File: src/rtl/dvtu_pkg.sv
// Package for the distance-vector table block: sizes, codes and shared types.
package dvtu_pkg;

   // table geometry
   localparam int MAX_NODES = 16;
   localparam int NODE_W    = $clog2(MAX_NODES);
   localparam int ADDR_W    = 2 * NODE_W;
   localparam int ENTRIES   = MAX_NODES * MAX_NODES;
   localparam int CNT_W     = NODE_W + 1;
   localparam int DIST_W    = 8;

   localparam logic [DIST_W-1:0] DIST_MAX = '1;
   localparam logic [CNT_W-1:0]  NODE_COUNT_RESET = CNT_W'(MAX_NODES);

   // operation codes
   localparam logic [1:0] OP_LINK = 2'd0;
   localparam logic [1:0] OP_EXCH = 2'd1;
   localparam logic [1:0] OP_READ = 2'd2;
   localparam logic [1:0] OP_NONE = 2'd3;

   // configuration port
   localparam int CSR_ADDR_W = 3;
   localparam int CSR_DATA_W = 32;
   localparam logic [CSR_ADDR_W-1:0] CSR_NODE_COUNT_ADDR = 3'd0;

   typedef struct packed {
      logic [1:0]        operation;
      logic [NODE_W-1:0] first_node;
      logic [NODE_W-1:0] second_node;
   } req_item_type;

   typedef struct packed {
      logic              entry_known;
      logic [DIST_W-1:0] hop_distance;
      logic [NODE_W-1:0] next_hop;
      logic [CNT_W-1:0]  updated_entries;
      logic              id_error;
   } rsp_result_type;

   // one routing entry as held in the table memory
   typedef struct packed {
      logic              known;
      logic [DIST_W-1:0] distance;
      logic [NODE_W-1:0] hop;
   } entry_type;

   // controller to datapath
   typedef struct packed {
      logic load;
      logic link_write;
      logic exch_issue;
      logic read_capture;
      logic set_error;
   } dvtu_cmd_type;

   // datapath to controller
   typedef struct packed {
      logic [1:0] operation;
      logic       bad_id;
      logic       self_item;
      logic       last_dest;
   } dvtu_status_type;

endpackage

File: src/rtl/dvtu_ctrl.sv
// Controller: sequences decode, link write, entry read and the exchange walk.
module dvtu_ctrl
   import dvtu_pkg::*;
(
   input  logic            clock,
   input  logic            reset,
   input  logic            start,
   input  dvtu_status_type status,
   output dvtu_cmd_type    cmd,
   output logic            busy,
   output logic            rsp_valid
);

   typedef enum logic [2:0] {
      S_IDLE,
      S_DECODE,
      S_EXCH,
      S_DRAIN,
      S_READ,
      S_RESULT
   } state_type;

   state_type state_ff;
   state_type state_in;
   logic      busy_ff;
   logic      rsp_valid_ff;

   // next state and datapath commands
   always_comb begin
      state_in = state_ff;
      cmd      = '0;
      unique case (state_ff)
         S_IDLE: begin
            if (start) begin
               cmd.load = 1'b1;
               state_in = S_DECODE;
            end
         end
         S_DECODE: begin
            priority if (status.operation == OP_NONE) begin
               state_in = S_RESULT;
            end else if (status.bad_id) begin
               cmd.set_error = 1'b1;
               state_in      = S_RESULT;
            end else if (status.operation == OP_LINK) begin
               cmd.link_write = !status.self_item;
               state_in       = S_RESULT;
            end else if (status.operation == OP_READ) begin
               // entry address is presented this cycle, data is back in S_READ
               state_in = S_READ;
            end else begin
               state_in = status.self_item ? S_RESULT : S_EXCH;
            end
         end
         S_EXCH: begin
            cmd.exch_issue = 1'b1;
            if (status.last_dest) begin
               state_in = S_DRAIN;
            end
         end
         S_DRAIN: begin
            state_in = S_RESULT;
         end
         S_READ: begin
            cmd.read_capture = 1'b1;
            state_in         = S_RESULT;
         end
         S_RESULT: begin
            state_in = S_IDLE;
         end
         default: begin
            state_in = S_IDLE;
         end
      endcase
   end

   // state and registered handshake outputs
   always_ff @(posedge clock) begin
      if (reset) begin
         state_ff     <= S_IDLE;
         busy_ff      <= 1'b0;
         rsp_valid_ff <= 1'b0;
      end else begin
         state_ff     <= state_in;
         busy_ff      <= (state_in != S_IDLE);
         rsp_valid_ff <= (state_in == S_RESULT);
      end
   end

   assign busy      = busy_ff;
   assign rsp_valid = rsp_valid_ff;

   // an accepted item makes the block busy in the next cycle
   a_accept_busy: assert property (@(posedge clock) disable iff (reset)
      (start && !busy) |=> busy)
      else $error("accepted item did not raise busy");

   // a result beat lasts one cycle
   a_strobe_single: assert property (@(posedge clock) disable iff (reset)
      rsp_valid |=> !rsp_valid)
      else $error("result strobe held longer than one cycle");

   // the result beat ends the item
   a_strobe_busy: assert property (@(posedge clock) disable iff (reset)
      rsp_valid |-> (busy && (state_in == S_IDLE)))
      else $error("result strobe outside the end of an item");

endmodule

File: config.mk
export PLATFORM = sky130hd
export DESIGN_NAME = dvtu_ctrl
export DESIGN_NICKNAME = d
export VERILOG_FILES = /design/src/rtl/dvtu_pkg.sv /design/src/rtl/dvtu_ctrl.sv
export SDC_FILE = /design/constraint.sdc
export NUM_CORES = 1
export LEC_CHECK = 0
export CORE_AREA = 5 5 42 44
export DETAILED_ROUTE_END_ITERATION = 10
export DIE_AREA = 0 0 47 49
export DONT_BUFFER_PORTS = 1
export GPL_ROUTABILITY_DRIVEN = 0
export RECOVER_POWER = 100
export SYNTH_ARGS = -nofsm -noshare
export SYNTH_HDL_FRONTEND = slang
export SYNTH_SLANG_ARGS = --single-unit
export TNS_END_PERCENT = 30
File: constraint.sdc
create_clock -name clock -period 1.4 [get_ports clock]
set_clock_uncertainty 0.15 [all_clocks]
set_input_delay 0.07 -clock clock [delete_from_list [all_inputs] [get_ports clock]]
set_output_delay 0.07 -clock clock [all_outputs]
set_load 0.01 [all_outputs]
Word level (Yosys, flattened, before mapping)

Cells that the tools add are included.

Flip-flop bits (word level): 5

Equality and inequality tests: 7
Multiplexer cells: 19
Reduce and logical (&&, ||, !) cells: 5

Operator list:

| cell                                                 | count |
|---|---|
| two-way mux 3 bit                                    | 7 |
| case mux 3 bit (4 select lines)                      | 1 |
| two-way mux 1 bit                                    | 11 |
| equality test 3 x 2 -> 1 bit (second input constant) | 2 |
| equality test 3 bit (second input constant)          | 2 |
| equality test 2 bit (second input constant)          | 2 |
| equality test 3 x 1 -> 1 bit (second input constant) | 1 |
| zero test 3 bit                                      | 1 |
| nonzero test 3 bit                                   | 1 |
| zero test 2 bit                                      | 1 |
| OR reduction 2 bit                                   | 1 |
| zero test 1 bit                                      | 1 |

Longest topological paths before layout

Gate-level depths: netlist of the first run.

Depth after elaboration: 7
Mapped depth: 4
Gate-level depth less buffers: 3

Worst setup path before layout of the first run

Ideal clock, no wire load.

Kind: reg-to-reg
From: reg state_ff[2]
To: reg rsp_valid_ff (netlist: rsp_valid)
Arrival: 1.222 ns
Data required time: 1.180 ns
Slack: -0.042 ns
Cell stages (with the launch flop): 5
Buffers on the path: 1
Clock period less this slack: 1.442 ns
Cells stage by stage: dfxtp_1 -> clkbuf_1 -> nor3b_1 -> o21bai_1 -> a21oi_1

Word-level cells in the longest chain between the ends: 4
Elaborated cells on any way between the ends: 10
Those cells by class: 5 x eq/ne; 3 x mux; 2 x reduce/logical

Ends and longest elaborated chain:

| what                                                                | RTL line        | RTL |
|---|---|---|
| start, declared                                                     | dvtu_ctrl.sv:23 | `state_type state_ff;` |
| start signal, assigned                                              | dvtu_ctrl.sv:84 | `state_ff <= state_in;` |
| equality test 3 bit or equality test 3 x 2 -> 1 bit (tied branches) | dvtu_ctrl.sv:32 | `unique case (state_ff)` |
| OR reduction 2 bit (no line)                                        | n/a             |  |
| case mux 3 bit (4 select lines) (*)                                 | dvtu_ctrl.sv:32 |  |
| equality test 3 bit (*)                                             | dvtu_ctrl.sv:86 | `rsp_valid_ff <= (state_in == S_RESULT);` |
| end signal, assigned                                                | dvtu_ctrl.sv:86 |  |
| end, declared                                                       | dvtu_ctrl.sv:26 | `logic rsp_valid_ff;` |

Every way passes the cells marked *; elsewhere a longest branch is shown, timed or not.
A chain may end at the register's enable or synchronous reset.

==> results of run 1 <==
-- metal layers --
metal	vias up	track usage
met4	0	0.0691
li1	138	-
met1	131	0.0857
met5	-	0
met3	2	0.0332
met2	13	0.0950
-- cell usage in the layout (no fill, tap or decap) --
cell type / instances
nor2b_1: 2
a21oi_1: 2
or4b_1: 1
and2_1: 1
nor4b_4: 1
mux2_2: 1
nor3_1: 1
dfxtp_1: 2
o21a_1: 1
and3_2: 1
nor4_1: 2
o21bai_1: 3
a211oi_2: 1
nand2b_1: 1
inv_1: 1
nand2_1: 1
or3b_1: 1
clkbuf_4: 3
clkbuf_1: 1
dfxtp_2: 3
nor3b_2: 2
dlygate4sd3_1: 4
nor2_2: 1
o311ai_0: 1
buf_4: 4
-- logic make-up (layout without fill, tap and decap cells) --
| kind of cell | after synthesis | count (layout) | synth area share |
|---|---|---|---|
| muxes | 1 | 1 | 0.0390 |
| buffers and inverters | 4 | 13 | 0.0563 |
| DFF | 5 | 5 | 0.346 |
| and+or+nand+nor | 15 | 15 | 0.346 |
| AOI/OAI and AO/OA | 8 | 8 | 0.212 |
-- state kept, by name, indices dropped and copies added, names as in the netlist --
| signal | flops |
|---|---|
| busy | 1 |
| rsp_valid | 1 |
| state_ff | 3 |
-- layout make-up --
class                      instances  area, sq um
clock buffer                       4         26.3
fill                             156          977
inverter                           1         3.75
multi-input combinational         24          200
sequential                         5          104
tap                               16         20.0
timing repair buffer               8         70.1
-- stage by stage --
stage | area (sq um) | hold WS (ns) | setup TNS (ns) | utilization
2_1_floorplan | 294 | -0.0154 | 0 | -
3_3_place_gp | 332 | -0.0142 | -0.0108 | 0.237
3_5_place_dp | 332 | -0.0129 | -0.0400 | 0.237
4_1_cts | 410 | 0.00589 | 0 | 0.293
5_1_grt | 424 | 0.0304 | -0.0225 | 0.303
6_report | 424 | 0.0149 | 0 | 0.303
-- how the worst max path moves through the flow --
stage | startpoint | to | slack, ns | cells after the start
final | state_ff[0] | cmd[4] | 0.04 | 3
after detailed placement | status[2] | state_ff[1] | -0.04 | 3
after global placement | status[2] | state_ff[1] | -0.01 | 3
after global routing | state_ff[0] | cmd[4] | -0.02 | 3
after CTS | state_ff[0] | cmd[4] | 0.001 | 3
after floorplan | status[2] | state_ff[1] | 0.006 | 3
-- report_power, final --
| group | internal (mW) | leakage, nW | switching (mW) |
|---|---|---|---|
| Clock | 0.108 | 0.0150 | 0.0597 |
| Sequential | 0.159 | 0.0423 | 0.0228 |
| Combinational | 0.0579 | 0.111 | 0.0389 |
| Total | 0.325 | 0.168 | 0.121 |
-- repair_timing --
| action | in CTS | in global routing |
|---|---|---|
| setup endpoints to repair | 3 | 3 |
| endpoints found under the hold margin | 5 | 0 |
| resized for setup | 3 | 4 |
| hold buffers | 4 | 0 |
| pin swaps | 0 | 0 |
-- tightest hold or removal path, stage by stage --
cell	delay (ns)
or4b_1	0.09
or3b_1	0.13
a211oi_2	0.07
==> flow_metrics.tcl, run 1 <==
set metrics [dict create \
    htreeDepth 1 \
    slowest_stage "dfxtp_2" \
    fin_cells 58 \
    syn_area_per_cell_sq_um 8.76 \
    dp_hpwl_microns 509 \
    antenna_cells 0 \
    final_antenna_net_count 0 \
    cts.sinks 5 \
    synth_flop_cell "dfxtp_1" \
    synth_area_leaders "dfxtp_1 (35%), o21bai_1 (7.8%), nor3b_1 (5.2%), a211oi_2 (4.3%), nor2b_1 (4.3%)" \
    grt_pass1_vias 288 \
    async_reset_ff_frac 0 \
    synthTopCellsByCount "dfxtp_1 (5), o21bai_1 (3)" \
    slew_violations 0 \
    dieHeight_microns 49 \
    drive_above_1_share 0.405 \
    power_density_nw_per_um2 1050 \
    holdPathStages 3 \
    nNetsFinal 51 \
    crit_fanout 6 \
    cp-end-kind "output port" \
    hold_end "state_ff[1]" \
    worst_pin_slew_ns 0.423 \
    slowest_delay_ns 0.33 \
    ys_seq_area_frac 0.346 \
    wl_met2_microns 367 \
    syn-cell-area_sq_um 289 \
    status "finished, final reports clean" \
    cts_inserted_buffers 3 \
    routed_wl_microns 734 \
    start_kind "flop" \
    crit_chain "buf_4, nor4b_4, buf_4" \
    r2r_slack_ns 0.19 \
    maxCapViolations 0 \
    setup_viol 0 \
    grt-ovfl-total 0 \
    setup_slack_ns 0.0367 \
    synthDistinctLibCells 22 \
    r2r-end "state_ff[1]" \
    min_from "status[4]" \
    arrival_ns 1.14 \
    critPathKind "flop to output port" \
    path_buf_inv 2 \
    worstSkewPairLatency_ns 0.24 \
    post_cts_buffers 0 \
    synth-seq-cells 5 \
    hp-class "input port to flop" \
    drtIter0Drc 2 \
    p_leak_nw 0.168 \
    cts_tree "built" \
    grt_antenna_before_repair 0 \
    core_area_sq_um 1400 \
    grtUsageTotal 0.0739 \
    place_ws_ns -0.0351 \
    hold_viol 0 \
    num_vias 284 \
    synthDominantCellAreaShare 0.346 \
    grt_pass1_wl_microns 1210 \
    cp_common_cell "buf_4" \
    crit_family "flip-flops" \
    total_power_mw 0.446 \
    irDropWorstVdd_mv 0.315 \
    area_growth_pct 46.8 \
    reg2reg_depth 2 \
    r2r-start "state_ff[1]" \
    wl_met3_microns 60 \
    start_util 0.206 \
    path_clk_slew_ns 0.04 \
    max_freq_ghz 0.734 \
    clk_path_buf_depth 2 \
    cp.required_ns 1.18 \
    synth_edf_count 0 \
    synth_nets 41 \
    top_layer "met4" \
    grt_start_max_net_pins 11 \
    yosys_warnings 0 \
    firstDrtPassIters 2 \
    fin_crit_ns 1.36 \
    cts-root-buf "clkbuf_4" \
    yosysTopAreaCell "dfxtp_1" \
    wl_met1_microns 288 \
    die_w_microns 47 \
    syn_inst 33 \
    rows 14 \
    place_inst 50 \
    relSlewSlack 0.715 \
    wl_per_cell_microns 12.7 \
    drc_errors 0 \
    die_area_sq_um 2300 \
    fin_crit_sh 0.974 \
    vias_per_cell 4.90 \
    yosysMostFrequentCell "dfxtp_1" \
    rsz0062_at_grt "yes" \
    io_pins 15 \
    port_buffers 0 \
]
(Power assumes the default switching activity.)
==> run 2: changes to the inputs <==
Settings changed: CORE_AREA 5 5 42 44 to 2 2 39 41, DIE_AREA 0 0 47 49 to 0 0 41 43.
==> run 2 against run 1 <==
Effect of this change: the run now ends with negative hold slack left; clock-buffer cell count unchanged; power up 1.2%; worst setup slack better by 0.035 ns; hold slack worse by 0.033 ns; routed wire length down 1.5%; sequential cell count unchanged; final area down 6.5%; highest routed layer unchanged.
==> flow_metrics.tcl, run 2 (synthesis results as in run 1) <==
set metrics [dict create \
    finalSetupTns_ns 0 \
    path_clk_slew_ns 0.05 \
    dieHeight_microns 43 \
    crit_chain "buf_6, nor4b_4, buf_4" \
    rsz0062_at_grt "no" \
    irDropWorstVdd_mv 0.305 \
    utilization 0.287 \
    fin_crit_sh 0.949 \
    grt_pass1_vias 302 \
    clk_path_buf_depth 2 \
    fin_cells 56 \
    p_leak_nw 0.155 \
    crit_family "flip-flops" \
    grtUsageTotal 0.103 \
    fin_crit_ns 1.33 \
    grt_pass1_wl_microns 1120 \
    max_freq_ghz 0.753 \
    worstSkewPairLatency_ns 0.25 \
    hold_viol 1 \
    grt_start_max_net_pins 9 \
    drive_above_1_share 0.350 \
    htreeDepth 1 \
    rows 14 \
    post_cts_buffers 0 \
    power_density_nw_per_um2 1140 \
    wl_per_cell_microns 12.9 \
    hp-class "input port to flop" \
    violations "negative hold slack" \
    maxCapViolations 0 \
    io_pins 15 \
    start_kind "flop" \
    grt-ovfl-total 0 \
    start_util 0.209 \
    die_area_sq_um 1760 \
    critPathKind "flop to output port" \
    cp.required_ns 1.18 \
    fin_hold_ws_ns -0.0176 \
    vias_per_cell 4.98 \
    top_register "state_ff" \
    drtIter0Drc 6 \
    layout_common_cells "o21bai_1 (3), clkbuf_4 (3), dfxtp_2 (3)" \
    slew_violations 0 \
    place_inst 51 \
    grt_antenna_before_repair 0 \
    arrival_ns 1.11 \
    area_growth_pct 37.2 \
    slowest_stage "dfxtp_2" \
    antenna_cells 0 \
    cp-end-kind "output port" \
    multiInputGateArea_sq_um 193 \
    regArea_sq_um 104 \
    drc_errors 0 \
    dp_hpwl_microns 528 \
    crit_fanout 6 \
    cts-root-buf "clkbuf_4" \
    cts.sinks 5 \
    cts_tree "built" \
    status "finished with violations" \
    largest_reg_flops 3 \
    num_vias 279 \
    cts_inserted_buffers 3 \
    firstDrtPassIters 4 \
    die_w_microns 41 \
    worst_pin_slew_ns 0.457 \
    path_buf_inv 2 \
    nNetsFinal 49 \
    setup_viol 0 \
    routed_wl_microns 723 \
    slowest_delay_ns 0.33 \
    core_area_sq_um 1380 \
    fill_cells 161 \
    port_buffers 0 \
    final_antenna_net_count 0 \
    relSlewSlack 0.691 \
]
-- run 2: changes by cell type in the layout (fill, tap and decap cells not counted) --
cell	delta
dlygate4sd3_1	-2
nor2_2	-1
a211oi_1	+1
and2_0	+1
nor2_1	+1
clkbuf_1	+1
buf_6	+1
buf_4	-2
and2_1	-1
a211oi_2	-1
-- run 2: final cells by class --
type / count / area share
timing repair buffer: 6 / 0.126
tap: 16 / 0.0505
inverter: 1 / 0.00946
multi-input combinational: 24 / 0.486
sequential: 5 / 0.262
clock buffer: 4 / 0.0662
-- run 2: per-stage QoR --
stage          setup WS, ns  area, sq um  total power, mW
3_5_place_dp        -0.0332          339            0.262
2_1_floorplan       0.00643          294            0.233
4_1_cts             0.00335          408            0.462
3_3_place_gp        -0.0136          339            0.261
5_1_grt              0.0152          397            0.473
6_report             0.0713          397            0.451
-- run 2: final timing paths --
check,start,to,slack (ns),depth (start not counted)
setup / recovery,state_ff[0],cmd[4],0.07,3
hold / removal,status[4],state_ff[1],-0.02,3
setup reg to reg,state_ff[1],state_ff[1],0.17,2
hold reg to reg,state_ff[2],state_ff[1],0.38,1
-- run 2: routing by layer --
| metal | part of all wire | GRT usage |
|---|---|---|
| met2 | 0.48 | 0.156 |
| met1 | 0.38 | 0.0939 |
| met3 | 0.10 | 0.0262 |
| met5 | 0 | 0 |
| met4 | 0.043 | 0.120 |
-- run 2: power by group --
group	leakage [nW]	switching (mW)	internal, mW	total (mW)
clock	0.0150	0.0661	0.108	0.174
combinational	0.0977	0.0405	0.0572	0.0977
sequential	0.0423	0.0203	0.159	0.179
total	0.155	0.127	0.324	0.451
-- run 2: worst reg2reg max path: stages, from the launching register on --
cell and delay, ns:
dfxtp_2 0.37, or3b_1 0.40, a211oi_1 0.23
-- run 2: timing repair --
action                                  CTS  global route
hold buffers                              2             0
pin swaps                                 0             1
gates resized for setup                   5             3
hold endpoints to repair                  5             0
endpoints found under the setup margin    1             2
==> run 3: changes to the inputs <==
Settings changed: CAP_MARGIN set to 25, CORE_AREA 2 2 39 41 to 5 5 42 44, DIE_AREA 0 0 41 43 to 0 0 47 49, PLACE_DENSITY set to 0.42.
==> run 3 against run 2 <==
Effect of this change: first-iteration DRC count fell by 67%; cell count increased by 1.8%; final area is 6.9% higher; hold slack improved by 0.057 ns; via count is 0.36% lower; sequential cell count unchanged; the flow now finishes without violations; clock-buffer cell count stayed put; critical path depth stayed put; combinational power increased by 4%; critical path type unchanged; global-route usage decreased by 2.7 points.
==> flow_metrics.tcl, run 3 (synthesis results as in run 1) <==
set metrics [dict create \
    maxCapViolations 0 \
    arrival_ns 1.13 \
    worstSkewPairLatency_ns 0.24 \
    seqPwrFrac 0.404 \
    fill_cells 153 \
    slew_violations 0 \
    met3_usage 0.0406 \
    clk_path_buf_depth 2 \
    p_clk_frac 0.369 \
    antenna_cells 0 \
    cts-root-buf "clkbuf_4" \
    rows 14 \
    grtUsageTotal 0.0755 \
    area_growth_pct 46.8 \
    grt_start_max_net_pins 11 \
    p_leak_nw 0.166 \
    p_int_mw 0.327 \
    mostFrequentLayoutCell "buf_4" \
    utilization 0.303 \
    max_freq_ghz 0.739 \
    cts.sinks 5 \
    layout_common_cells "buf_4 (4), o21bai_1 (3), clkbuf_4 (3)" \
    hp-class "input port to flop" \
    final_antenna_net_count 0 \
    path_clk_slew_ns 0.04 \
    top_register "state_ff" \
    status "finished, final reports clean" \
    fin_cells 57 \
    start_util 0.206 \
    vias_per_cell 4.88 \
    die_w_microns 47 \
    fin_crit_sh 0.967 \
    irDropWorstVdd_mv 0.260 \
    largest_reg_flops 3 \
    cp-end-kind "output port" \
    dieHeight_microns 49 \
    core_area_sq_um 1400 \
    hold_viol 0 \
    drtIter0Drc 2 \
    grt_pass1_vias 297 \
    hold_end "state_ff[1]" \
    firstDrtPassIters 2 \
    total_power_mw 0.448 \
    finalInstanceArea_sq_um 424 \
    cts_inserted_buffers 3 \
    r2r-end "rsp_valid" \
    gr-usage-met2 0.0837 \
    multiInputGateArea_sq_um 204 \
    fin_hold_ws_ns 0.0397 \
    place_inst 51 \
    placed_area_sq_um 339 \
    r2r-start "state_ff[0]" \
    start_kind "flop" \
    min_from "status[4]" \
    worst_pin_slew_ns 0.483 \
    routed_wl_microns 701 \
    crit_fanout 10 \
    switching_power_mw 0.121 \
    port_buffers 0 \
    htreeDepth 1 \
    dp_hpwl_microns 540 \
    regArea_sq_um 109 \
    holdPathStages 3 \
    grt-ovfl-total 0 \
    power_density_nw_per_um2 1060 \
    cts_tree "built" \
    reg2reg_depth 4 \
    p_sw_frac 0.269 \
    met1_usage 0.0905 \
    wl_per_cell_microns 12.3 \
    post_cts_buffers 0 \
    num_vias 278 \
    die_area_sq_um 2300 \
    comb_power_share 0.227 \
    drive_above_1_share 0.415 \
    drc_errors 0 \
    relSlewSlack 0.674 \
    critPathKind "flop to output port" \
    setup_viol 0 \
    nNetsFinal 50 \
    grt-busiest-layer "met1" \
    fin_crit_ns 1.35 \
    io_pins 15 \
    r2r_slack_ns 0.12 \
    rsz0062_at_grt "yes" \
    grt_antenna_before_repair 0 \
    cp.required_ns 1.18 \
    grt_pass1_wl_microns 1190 \
]
-- run 3: cell count changes in the layout (fill, tap and decap cells not counted), sizes merged --
cell    delta
buf        +2
clkbuf     -1
-- run 3: metal layers --
metal / share of wire / vias up
li1: - / 137
met1: 0.42 / 126
met2: 0.46 / 13
met3: 0.084 / 2
met4: 0.033 / 0
met5: 0 / -
-- run 3: repair_timing --
action                                  4_1_cts  5_1_grt
pin swaps                                     0        1
hold buffers                                  2        0
gates resized for setup                       3        7
endpoints found under the setup margin        3        3
hold endpoints to repair                      5        0
-- run 3: critical path, cell delays in order, from the launching register on --
cell     delay [ns]
dfxtp_4        0.38
nor3b_4        0.19
buf_4          0.13
and3_2         0.20
-- run 3: final cells by class --
cell class | instances | area share
Multi-Input combinational cell | 24 | 0.481
Inverter | 1 | 0.00885
Timing Repair Buffer | 7 | 0.145
Clock buffer | 4 | 0.0619
Tap cell | 16 | 0.0472
Sequential cell | 5 | 0.257
-- run 3: how the worst max path moves through the flow --
stage,startpoint,endpoint,cells past startpoint
2_1_floorplan,status[2],state_ff[1],3
3_3_place_gp,status[2],state_ff[1],3
3_5_place_dp,status[2],state_ff[1],3
4_1_cts,state_ff[0],cmd[4],3
5_1_grt,state_ff[2],cmd[0],3
6_report,state_ff[2],cmd[0],3
-- run 3: metrics by stage --
step | setup TNS, ns | setup slack [ns]
global placement | -0.0139 | -0.0139
finish | 0 | 0.0461
global route | -0.0224 | -0.0137
CTS | 0 | 0.00249
floorplan | 0 | 0.00643
detailed placement | -0.0794 | -0.0683
-- run 3: power by group through the flow --
stage,clock [mW],sequential (mW),combinational (mW)
after global routing,0.186,0.185,0.113
after global placement,0,0.179,0.0845
after floorplan,0,0.165,0.0678
final,0.165,0.181,0.102
after CTS,0.174,0.179,0.0947
after detailed placement,0,0.180,0.0845
